### src/rtl/core/assert_macros.svh
// Assertion macros shared by the RTL files of the priority task queue.
// No dependencies; included by the files that carry assertions.
`ifndef ASSERT_MACROS_SVH
`define ASSERT_MACROS_SVH

// Condition must hold at every rising clock edge outside reset.
`define PTQ_ASSERT_ALWAYS(label, clk, rst_n, cond) \
    label: assert property (@(posedge clk) disable iff (!(rst_n)) (cond)) \
        else $error("ptq assertion failed");

// Antecedent implies consequent in the same cycle.
`define PTQ_ASSERT_SAME(label, clk, rst_n, ante, cons) \
    label: assert property (@(posedge clk) disable iff (!(rst_n)) (ante) |-> (cons)) \
        else $error("ptq assertion failed");

// Antecedent implies consequent in the following cycle.
`define PTQ_ASSERT_NEXT(label, clk, rst_n, ante, cons) \
    label: assert property (@(posedge clk) disable iff (!(rst_n)) (ante) |=> (cons)) \
        else $error("ptq assertion failed");

`endif

### src/rtl/core/ptq_pkg.sv
// Shared types, codes and constants of the priority task queue.
// No dependencies; used by the interfaces and all modules.
package ptq_pkg;

    localparam int QUEUE_DEPTH_DEFAULT = 32;

    localparam int ID_W     = 8;
    localparam int PRIO_W   = 4;
    localparam int BURST_W  = 16;
    localparam int STATUS_W = 2;

    localparam logic OP_ADD   = 1'b0;
    localparam logic OP_SCHED = 1'b1;

    localparam logic [STATUS_W-1:0] ST_ACCEPTED = 2'd0;
    localparam logic [STATUS_W-1:0] ST_REJECTED = 2'd1;
    localparam logic [STATUS_W-1:0] ST_ENTRY    = 2'd2;
    localparam logic [STATUS_W-1:0] ST_EMPTY    = 2'd3;

    typedef struct packed {
        logic [ID_W-1:0]    id;
        logic [PRIO_W-1:0]  prio;
        logic [BURST_W-1:0] burst;
    } t_entry;

    // Controller to datapath.
    typedef struct packed {
        logic capture;
        logic do_add;
        logic emit_entry;
        logic emit_empty;
    } t_cmd;

    // Datapath to controller.
    typedef struct packed {
        logic is_sched;
        logic tab_empty;
        logic idx_last;
        logic out_free;
    } t_sts;

endpackage

### src/rtl/core/ptq_if.sv
// Request and response channel interfaces of the priority task queue.
// Depends on ptq_pkg.
interface ptq_req_if;
    logic                         valid;
    logic                         ready;
    logic                         opcode;
    logic [ptq_pkg::ID_W-1:0]     task_id;
    logic [ptq_pkg::PRIO_W-1:0]   priority_req;
    logic [ptq_pkg::BURST_W-1:0]  burst;

    modport source (output valid, opcode, task_id, priority_req, burst, input ready);
    modport sink   (input valid, opcode, task_id, priority_req, burst, output ready);
endinterface

interface ptq_rsp_if;
    logic                          valid;
    logic                          ready;
    logic [ptq_pkg::STATUS_W-1:0]  status;
    logic [ptq_pkg::ID_W-1:0]      task_id_res;
    logic [ptq_pkg::BURST_W-1:0]   burst_res;
    logic                          last;

    modport source (output valid, status, task_id_res, burst_res, last, input ready);
    modport sink   (input valid, status, task_id_res, burst_res, last, output ready);
endinterface

### src/rtl/core/ptq_datapath.sv
// Task table, sorted insert, rotating schedule readout and output register.
// Depends on ptq_pkg; driven by ptq_ctrl through t_cmd, reports t_sts.
module ptq_datapath #(
    parameter int QUEUE_DEPTH = ptq_pkg::QUEUE_DEPTH_DEFAULT
) (
    input  logic                          i_clk,
    input  logic                          i_rst_n,
    input  ptq_pkg::t_cmd                 i_cmd,
    output ptq_pkg::t_sts                 o_sts,
    input  logic                          i_opcode,
    input  logic [ptq_pkg::ID_W-1:0]      i_task_id,
    input  logic [ptq_pkg::PRIO_W-1:0]    i_priority_req,
    input  logic [ptq_pkg::BURST_W-1:0]   i_burst,
    output logic                          o_valid,
    input  logic                          i_ready,
    output logic [ptq_pkg::STATUS_W-1:0]  o_status,
    output logic [ptq_pkg::ID_W-1:0]      o_task_id_res,
    output logic [ptq_pkg::BURST_W-1:0]   o_burst_res,
    output logic                          o_last
);

    localparam int CW = $clog2(QUEUE_DEPTH + 1);
    localparam int IW = $clog2(QUEUE_DEPTH);

    // Captured request.
    logic                 r_op;
    ptq_pkg::t_entry      r_new;

    ptq_pkg::t_entry      r_tab [QUEUE_DEPTH];
    ptq_pkg::t_entry      n_tab [QUEUE_DEPTH];
    ptq_pkg::t_entry      w_up  [QUEUE_DEPTH];
    ptq_pkg::t_entry      w_dn  [QUEUE_DEPTH];
    logic [QUEUE_DEPTH-1:0] w_ge;
    logic [QUEUE_DEPTH-1:0] w_prev_ge;

    logic [CW-1:0]        r_count, n_count;
    logic [IW-1:0]        r_idx, n_idx;
    logic                 w_full;
    logic                 w_idx_last;
    logic                 w_out_free;

    logic                           r_out_valid, n_out_valid;
    logic [ptq_pkg::STATUS_W-1:0]   r_status, n_status;
    logic [ptq_pkg::ID_W-1:0]       r_id_res, n_id_res;
    logic [ptq_pkg::BURST_W-1:0]    r_burst_res, n_burst_res;
    logic                           r_last, n_last;

    assign w_full     = (r_count == CW'(QUEUE_DEPTH));
    assign w_idx_last = (CW'(r_idx) == (r_count - CW'(1)));
    assign w_out_free = !r_out_valid || i_ready;

    assign o_sts.is_sched  = (r_op == ptq_pkg::OP_SCHED);
    assign o_sts.tab_empty = (r_count == '0);
    assign o_sts.idx_last  = w_idx_last;
    assign o_sts.out_free  = w_out_free;

    // Neighbor taps: entry below for an insert shift, entry above for rotation.
    genvar g;
    generate
        for (g = 0; g < QUEUE_DEPTH; g++) begin : g_taps
            if (g == 0) begin : g_first
                assign w_up[g]      = r_new;
                assign w_prev_ge[g] = 1'b1;
            end else begin : g_rest
                assign w_up[g]      = r_tab[g-1];
                assign w_prev_ge[g] = w_ge[g-1];
            end
            if (g == QUEUE_DEPTH - 1) begin : g_top
                assign w_dn[g] = r_tab[0];
            end else begin : g_mid
                assign w_dn[g] = r_tab[g+1];
            end
            // Stored entries of equal or higher priority stay in place.
            assign w_ge[g] = (CW'(g) < r_count) && (r_tab[g].prio >= r_new.prio);
        end
    endgenerate

    always_comb begin
        n_count = r_count;
        n_idx   = r_idx;
        for (int i = 0; i < QUEUE_DEPTH; i++) begin
            n_tab[i] = r_tab[i];
        end
        if (i_cmd.capture) begin
            n_idx = '0;
        end
        if (i_cmd.do_add && !w_full) begin
            n_count = r_count + CW'(1);
            for (int i = 0; i < QUEUE_DEPTH; i++) begin
                if (!w_ge[i]) begin
                    n_tab[i] = w_prev_ge[i] ? r_new : w_up[i];
                end
            end
        end
        // Readout rotates the occupied part by one; after a full pass the
        // table is back in its original order.
        if (i_cmd.emit_entry) begin
            n_idx = r_idx + IW'(1);
            for (int i = 0; i < QUEUE_DEPTH; i++) begin
                n_tab[i] = (CW'(i) == (r_count - CW'(1))) ? r_tab[0] : w_dn[i];
            end
        end
    end

    always_comb begin
        n_out_valid = r_out_valid;
        n_status    = r_status;
        n_id_res    = r_id_res;
        n_burst_res = r_burst_res;
        n_last      = r_last;
        if (r_out_valid && i_ready) begin
            n_out_valid = 1'b0;
        end
        if (i_cmd.do_add) begin
            n_out_valid = 1'b1;
            n_status    = w_full ? ptq_pkg::ST_REJECTED : ptq_pkg::ST_ACCEPTED;
            n_id_res    = '0;
            n_burst_res = '0;
            n_last      = 1'b1;
        end else if (i_cmd.emit_empty) begin
            n_out_valid = 1'b1;
            n_status    = ptq_pkg::ST_EMPTY;
            n_id_res    = '0;
            n_burst_res = '0;
            n_last      = 1'b1;
        end else if (i_cmd.emit_entry) begin
            n_out_valid = 1'b1;
            n_status    = ptq_pkg::ST_ENTRY;
            n_id_res    = r_tab[0].id;
            n_burst_res = r_tab[0].burst;
            n_last      = w_idx_last;
        end
    end

    always_ff @(posedge i_clk) begin
        if (!i_rst_n) begin
            r_count     <= '0;
            r_idx       <= '0;
            r_out_valid <= 1'b0;
            r_op        <= ptq_pkg::OP_ADD;
        end else begin
            r_count     <= n_count;
            r_idx       <= n_idx;
            r_out_valid <= n_out_valid;
            if (i_cmd.capture) begin
                r_op <= i_opcode;
            end
        end
    end

    always_ff @(posedge i_clk) begin
        if (i_cmd.capture) begin
            r_new.id    <= i_task_id;
            r_new.prio  <= i_priority_req;
            r_new.burst <= i_burst;
        end
        for (int i = 0; i < QUEUE_DEPTH; i++) begin
            r_tab[i] <= n_tab[i];
        end
        r_status    <= n_status;
        r_id_res    <= n_id_res;
        r_burst_res <= n_burst_res;
        r_last      <= n_last;
    end

    assign o_valid       = r_out_valid;
    assign o_status      = r_status;
    assign o_task_id_res = r_id_res;
    assign o_burst_res   = r_burst_res;
    assign o_last        = r_last;

endmodule

### src/rtl/core/ptq_ctrl.sv
// Controller state machine of the priority task queue.
// Depends on ptq_pkg; commands ptq_datapath through t_cmd and reads t_sts.
module ptq_ctrl (
    input  logic           i_clk,
    input  logic           i_rst_n,
    input  logic           i_req_valid,
    output logic           o_req_ready,
    input  ptq_pkg::t_sts  i_sts,
    output ptq_pkg::t_cmd  o_cmd
);

    typedef enum logic [1:0] {
        S_IDLE = 2'b01,
        S_EXEC = 2'b10
    } t_state;

    t_state r_state, n_state;

    always_comb begin
        n_state     = r_state;
        o_req_ready = 1'b0;
        o_cmd       = '0;
        case (r_state)
            S_IDLE: begin
                o_req_ready   = 1'b1;
                o_cmd.capture = i_req_valid;
                if (i_req_valid) begin
                    n_state = S_EXEC;
                end
            end
            S_EXEC: begin
                // Each step waits until the output register can take a result.
                if (i_sts.out_free) begin
                    if (!i_sts.is_sched) begin
                        o_cmd.do_add = 1'b1;
                        n_state      = S_IDLE;
                    end else if (i_sts.tab_empty) begin
                        o_cmd.emit_empty = 1'b1;
                        n_state          = S_IDLE;
                    end else begin
                        o_cmd.emit_entry = 1'b1;
                        if (i_sts.idx_last) begin
                            n_state = S_IDLE;
                        end
                    end
                end
            end
            default: begin
                n_state = S_IDLE;
            end
        endcase
    end

    always_ff @(posedge i_clk) begin
        if (!i_rst_n) begin
            r_state <= S_IDLE;
        end else begin
            r_state <= n_state;
        end
    end

endmodule

### src/rtl/core/priority_task_queue_top.sv
// Priority task queue: stable sorted task table with add and schedule requests.
// Channels: i_req (sink) carries opcode, task_id, priority_req and burst;
// o_rsp (source) carries status, task_id_res, burst_res and last, with
// valid/ready on both. A request is taken when valid and ready are high.
// An add request inserts the task behind all stored tasks of equal or higher
// priority and answers accepted, or rejected when the table holds QUEUE_DEPTH
// tasks. A schedule request emits every stored task from highest priority down,
// one per cycle while the receiver does not stall, marking the final one with
// last; the table rotates during the readout and ends unchanged. An empty table
// answers with a single empty result.
// One request is handled at a time. The first result is registered in the
// output register from the execute state that follows acceptance, once that
// register is free.
// A stalled receiver holds the output register and freezes the readout;
// a new request is still accepted while the final result waits.
// Reset clears the task count and the output valid; the table needs no
// clearing pass because only the first count entries are ever read.
// Depends on ptq_pkg, ptq_if, ptq_ctrl, ptq_datapath and assert_macros.svh.
`include "assert_macros.svh"

module priority_task_queue_top #(
    parameter int QUEUE_DEPTH = ptq_pkg::QUEUE_DEPTH_DEFAULT
) (
    input  logic    i_clk,
    input  logic    i_rst_n,
    ptq_req_if.sink   i_req,
    ptq_rsp_if.source o_rsp
);

    ptq_pkg::t_cmd w_cmd;
    ptq_pkg::t_sts w_sts;
    logic          w_req_ready;
    logic [2:0]    w_loads;

    assign i_req.ready = w_req_ready;
    assign w_loads     = {w_cmd.do_add, w_cmd.emit_entry, w_cmd.emit_empty};

    ptq_ctrl u_ctrl (
        .i_clk       (i_clk),
        .i_rst_n     (i_rst_n),
        .i_req_valid (i_req.valid),
        .o_req_ready (w_req_ready),
        .i_sts       (w_sts),
        .o_cmd       (w_cmd)
    );

    ptq_datapath #(
        .QUEUE_DEPTH (QUEUE_DEPTH)
    ) u_dp (
        .i_clk          (i_clk),
        .i_rst_n        (i_rst_n),
        .i_cmd          (w_cmd),
        .o_sts          (w_sts),
        .i_opcode       (i_req.opcode),
        .i_task_id      (i_req.task_id),
        .i_priority_req (i_req.priority_req),
        .i_burst        (i_req.burst),
        .o_valid        (o_rsp.valid),
        .i_ready        (o_rsp.ready),
        .o_status       (o_rsp.status),
        .o_task_id_res  (o_rsp.task_id_res),
        .o_burst_res    (o_rsp.burst_res),
        .o_last         (o_rsp.last)
    );

    // Only one request is in flight: the cycle after acceptance is never ready.
    `PTQ_ASSERT_NEXT(a_one_in_flight, i_clk, i_rst_n, i_req.valid && w_req_ready, !w_req_ready)
    // Results are loaded only into a free output register.
    `PTQ_ASSERT_SAME(a_load_when_free, i_clk, i_rst_n, |w_loads, w_sts.out_free)
    // At most one kind of result is produced per cycle.
    `PTQ_ASSERT_ALWAYS(a_one_result_kind, i_clk, i_rst_n, $onehot0(w_loads))

endmodule

### src/flat_wrapper.sv
// flat-port wrapper written by rule: the top's interface ports become plain ports
module priority_task_queue_top_flat 
#(
    parameter int QUEUE_DEPTH = ptq_pkg::QUEUE_DEPTH_DEFAULT
)
  (i_clk, i_rst_n, i_req_valid, i_req_opcode, i_req_task_id, i_req_priority_req, i_req_burst, i_req_ready, o_rsp_valid, o_rsp_status, o_rsp_task_id_res, o_rsp_burst_res, o_rsp_last, o_rsp_ready);
  ptq_req_if i_req_i ();
  ptq_rsp_if o_rsp_i ();
  input  logic i_clk;
  input  logic i_rst_n;
  input wire logic [$bits(i_req_i.valid)-1:0] i_req_valid;
  input wire logic [$bits(i_req_i.opcode)-1:0] i_req_opcode;
  input wire logic [$bits(i_req_i.task_id)-1:0] i_req_task_id;
  input wire logic [$bits(i_req_i.priority_req)-1:0] i_req_priority_req;
  input wire logic [$bits(i_req_i.burst)-1:0] i_req_burst;
  output wire logic [$bits(i_req_i.ready)-1:0] i_req_ready;
  output wire logic [$bits(o_rsp_i.valid)-1:0] o_rsp_valid;
  output wire logic [$bits(o_rsp_i.status)-1:0] o_rsp_status;
  output wire logic [$bits(o_rsp_i.task_id_res)-1:0] o_rsp_task_id_res;
  output wire logic [$bits(o_rsp_i.burst_res)-1:0] o_rsp_burst_res;
  output wire logic [$bits(o_rsp_i.last)-1:0] o_rsp_last;
  input wire logic [$bits(o_rsp_i.ready)-1:0] o_rsp_ready;
  assign i_req_i.valid = i_req_valid;
  assign i_req_i.opcode = i_req_opcode;
  assign i_req_i.task_id = i_req_task_id;
  assign i_req_i.priority_req = i_req_priority_req;
  assign i_req_i.burst = i_req_burst;
  assign i_req_ready = i_req_i.ready;
  assign o_rsp_valid = o_rsp_i.valid;
  assign o_rsp_status = o_rsp_i.status;
  assign o_rsp_task_id_res = o_rsp_i.task_id_res;
  assign o_rsp_burst_res = o_rsp_i.burst_res;
  assign o_rsp_last = o_rsp_i.last;
  assign o_rsp_i.ready = o_rsp_ready;
  priority_task_queue_top #(.QUEUE_DEPTH(QUEUE_DEPTH)) u_core (.i_clk(i_clk), .i_rst_n(i_rst_n), .i_req(i_req_i), .o_rsp(o_rsp_i));
endmodule
### config.mk
export PLATFORM = sky130hd
export DESIGN_NAME = priority_task_queue_top_flat
export DESIGN_NICKNAME = d
export VERILOG_FILES = /design/src/rtl/core/ptq_pkg.sv /design/src/rtl/core/ptq_if.sv /design/src/rtl/core/ptq_datapath.sv /design/src/rtl/core/ptq_ctrl.sv /design/src/rtl/core/priority_task_queue_top.sv /design/src/flat_wrapper.sv
export VERILOG_INCLUDE_DIRS = /design/src /design/src/rtl/core
export SDC_FILE = /design/constraint.sdc
export NUM_CORES = 2
export LEC_CHECK = 0
export ABC_CLOCK_PERIOD_IN_PS = 5600
export BUFFER_PORTS_ARGS = -buffer_cell sky130_fd_sc_hd__buf_2
export CAP_MARGIN = 15
export CORE_ASPECT_RATIO = 0.9
export CORE_UTILIZATION = 35
export CTS_CLUSTER_DIAMETER = 50
export DETAILED_ROUTE_END_ITERATION = 8
export GPL_TIMING_DRIVEN = 0
export HOLD_SLACK_MARGIN = 0.08
export PLACE_DENSITY = 0.47
export SLEW_MARGIN = 20
export SYNTH_ARGS = -nofsm -noshare
export SYNTH_HDL_FRONTEND = slang
export SYNTH_SLANG_ARGS = --single-unit
### constraint.sdc
create_clock -name i_clk -period 5.6 [get_ports i_clk]
set_input_delay 0.28 -clock i_clk [delete_from_list [all_inputs] [get_ports i_clk]]
set_output_delay 0.28 -clock i_clk [all_outputs]
set_load 0.01 [all_outputs]
==> flow_summary.yaml <==
status:
  status: "finished, violations left"
  failed_checks: "negative setup slack"
route:
  highest_layer: "met5"
  drc: 0
  wire_per_inst_um: 44.8
  dr_wl_met3_um: 58100
  wirelength_um: 416000
  viasPerCell: 6.79
  first_pass_iters: 9
  wl_met1_um: 150000
  drt_iter0_markers: 10600
  ant_nets: 0
  num_vias: 63100
  met2WireLength_um: 169000
logic_synthesis:
  synthSimpleGateAreaFrac_pct: 14.7
  synth_compound_gate_area_share_pct: 25.6
  synthDistinctLibCells: 76
  ys_ff_latch: 966
  synth_edf_count: 926
  synth_top_family_by_area: "compound AO/OA/AOI/OAI gates"
  netlist_area_um2: 58100
  seq_area_frac_synth_pct: 49.2
  synthArstFlopShare_pct: 0
  synth.avg_cell_area_um2: 8.98
  synth_flop_cell: "edfxtp_1"
  synth_fa_ha_area_share_pct: 2.90
  synthMuxAreaShare_pct: 2.22
  syn-num-nets: 6641
  ys_warn_count: 0
  synthXorXnorAreaFrac_pct: 0.211
  synthesis.instances: 6473
timing:
  hold_viol: 0
  min_period_over_period_pct: 102
  fin_ws_ns: -0.136
  fin_worst_skew_ns: 0.0375
  hold_ws_ns: 0.157
  worstMarginPinSlew_ns: 1.35
  setup_violations: 223
  slew_violations: 0
  fin_setup_tns_ns: -8.58
  period_minus_slack_ns: 5.74
  slew_headroom_pct: 9.79
  grt_setup_unrepaired: "no"
  fmax_mhz: 174
worst_setup_path:
  crit_type: "register to register"
  cpMaxStageDelayCell: "clkbuf_1"
  cp_max_fo: 10
  crit_top_cell: "buf_2"
  end_kind: "register"
  start_kind: "register"
  cp.arrival_ns: 6.23
  path_cells: "buf_2, inv_1, ha_1, buf_2, a211oi_1, clkbuf_2, buf_2, clkbuf_1, clkbuf_1, a32oi_1"
  required_ns: 6.09
  cp_slowest_stage_delay_ns: 0.93
cts:
  cts_tree: "built"
  cts_made_buffers: 152
  clk_pin_slew_ns: 0.06
  cts_root_buf: "clkbuf_16"
  clock_path_buffers: 3
  insertion_delay_ns: 0.83
  htree_levels: 4
  clock-sinks: 966
floorplan:
  die-height_um: 389
  core-area_um2: 165000
  die_x_um: 432
  pin_count: 62
  std_cell_rows: 141
  initial_core_util_pct: 35.3
  die_area_um2: 168000
power:
  power_density_nw_per_um2: 276
  ir_drop_mv: 0.243
  leakage_nw: 29.2
  p_total_mw: 19.7
grt:
  grt_max_degree: 29
  first_global_vias: 58600
  grt_first_pass_wirelength_um: 537000
  grt_antenna_before_repair: 60
  track_usage_pct: 48.1
  overflow: 0
job:
  drv_cap: 0
place:
  hpwl_um: 324000
  place_area_um2: 65800
  gp_congestion: 1.03
  port_buffers: 61
cells_and_area:
  design_area_um2: 71600
  drive_gt1_share_pct: 12.8
  area_growth_pct: 23.1
  layout.nets: 7053
min_path:
  hold_path_class: "primary input to register"
==> cells in the mapped netlist (8+ instances only) <==
master	count	share of area [%]
mux2_2	16	0.31
a21boi_0	8	0.10
nor2_1	59	0.38
a221o_1	15	0.26
a21o_1	60	0.77
buf_4	15	0.19
edfxtp_1	926	48
a22oi_1	411	5.3
inv_1	54	0.35
a31oi_1	30	0.32
xnor2_1	8	0.12
o21ai_0	89	0.77
buf_2	89	0.77
nand2_1	1880	12
a211o_1	15	0.23
clkbuf_1	553	3.6
a22o_1	13	0.20
or3_1	8	0.086
nor3_1	17	0.15
a21oi_1	1266	11
nor2_2	14	0.15
and2_1	23	0.25
nand2b_1	39	0.42
o221a_2	12	0.23
ha_1	135	2.9
nand2_2	11	0.12
nand3_1	21	0.18
o22ai_1	32	0.34
buf_1	19	0.12
o21a_1	9	0.12
and3_1	20	0.22
o31ai_1	11	0.14
dfxtp_1	40	1.4
a32oi_1	311	4.7
a211oi_1	19	0.25
mux2i_1	111	1.9
a221oi_1	18	0.27
==> final timing paths <==
path	slack, ns	cells past startpoint	end	from
setup / recovery	-0.14	10	u_core.u_dp.r_tab[1][335]$_DFFE_PP_	u_core.u_dp.r_count[1]$_SDFFE_PN0P_
setup reg to reg	-0.14	10	u_core.u_dp.r_tab[1][335]$_DFFE_PP_	u_core.u_dp.r_count[1]$_SDFFE_PN0P_
hold reg to reg	0.45	2	u_core.u_dp.o_burst_res[12]$_SDFFE_PP0P_	u_core.u_dp.o_burst_res[12]$_SDFFE_PP0P_
hold / removal	0.16	2	u_core.u_dp.r_new[8]$_DFFE_PP_	i_req_burst[8]
==> state kept, by name, indices dropped and copies added, names as in the netlist <==
signal	cells
u_core.u_dp.o_last	1
u_core.u_dp.r_op	1
u_core.u_dp.r_new	28
u_core.u_dp.r_idx	5
u_core.u_ctrl.r_state	2
u_core.u_dp.r_tab	896
u_core.u_dp.r_count	6
u_core.u_dp.o_valid	1
u_core.u_dp.o_status	2
u_core.u_dp.o_task_id_res	8
u_core.u_dp.o_burst_res	16
==> cell usage in the layout (no fill, tap or decap), types with 57 or more instances in the layout <==
cell type / netlist / routed
ha_1: 135 / 135
diode_2: 0 / 66
nand2_1: 1880 / 1877
a21o_1: 60 / 59
a21oi_1: 1266 / 1266
nor2_1: 59 / 57
clkbuf_16: 0 / 164
a22oi_1: 411 / 411
buf_16: 0 / 106
clkbuf_2: 1 / 182
mux2i_1: 111 / 111
o21ai_0: 89 / 60
clkbuf_1: 553 / 391
a32oi_1: 311 / 311
edfxtp_1: 926 / 926
buf_2: 89 / 157
==> where the power goes <==
part,internal (mW),switching [mW],total [mW]
clock,6.19,4.07,10.3
sequential,7.96,0.172,8.13
combinational,0.366,0.998,1.36
==> layer usage <==
layer / up-vias / track usage [%]
met1: 31400 / 57.4
met4: 22 / 38.9
met3: 1317 / 20.6
li1: 24900 / -
met2: 5464 / 66.8
met5: - / 0
==> what timing repair did <==
action                                 CTS  global route
hold buffers                            34             0
setup endpoints to repair              933            80
endpoints found under the hold margin   35             0
buffers inserted                         0             0
resized for setup                        6             3
==> per-stage QoR <==
step                      setup WS (ns)  std cells  util, %
after floorplan                   0.647       6473        -
after global placement            -3.52       8750     37.2
after detailed placement         -0.699       8911     40.0
after CTS                         0.117       9226     43.4
after global routing             0.0349       9246     43.4
final                            -0.136       9294     43.5
==> cell type report <==
| cell class | count | area [µm²] |
|---|---|---|
| Inverter | 54 | 213 |
| Clock inverter | 94 | 1030 |
| Fill cell | 16400 | 93000 |
| Sequential cell | 966 | 28600 |
| Tap cell | 2216 | 2770 |
| Antenna cell | 66 | 165 |
| Clock buffer | 187 | 4210 |
| Buffer | 682 | 3010 |
| Timing Repair Buffer | 258 | 4620 |
| Multi-Input combinational cell | 4771 | 27000 |
==> critical path, delay by kind of cell, from the launching register on <==
family	cells	cell delay, ns
flops	1	0.50
buf+inv	7	4.01
compound gates	2	0.45
fa+ha+maj	1	0.42
==> kinds of logic after synthesis <==
family                   Yosys count
XOR/XNOR                          14
adder cells (fa/ha/maj)          135
multiplexers                     127
AO/OA/AOI/OAI                   2359
AND/OR/NAND/NOR                 2136
buffers and inverters            736
flip-flops                       966
No activity file was read; power rests on OpenSTA's default activity.
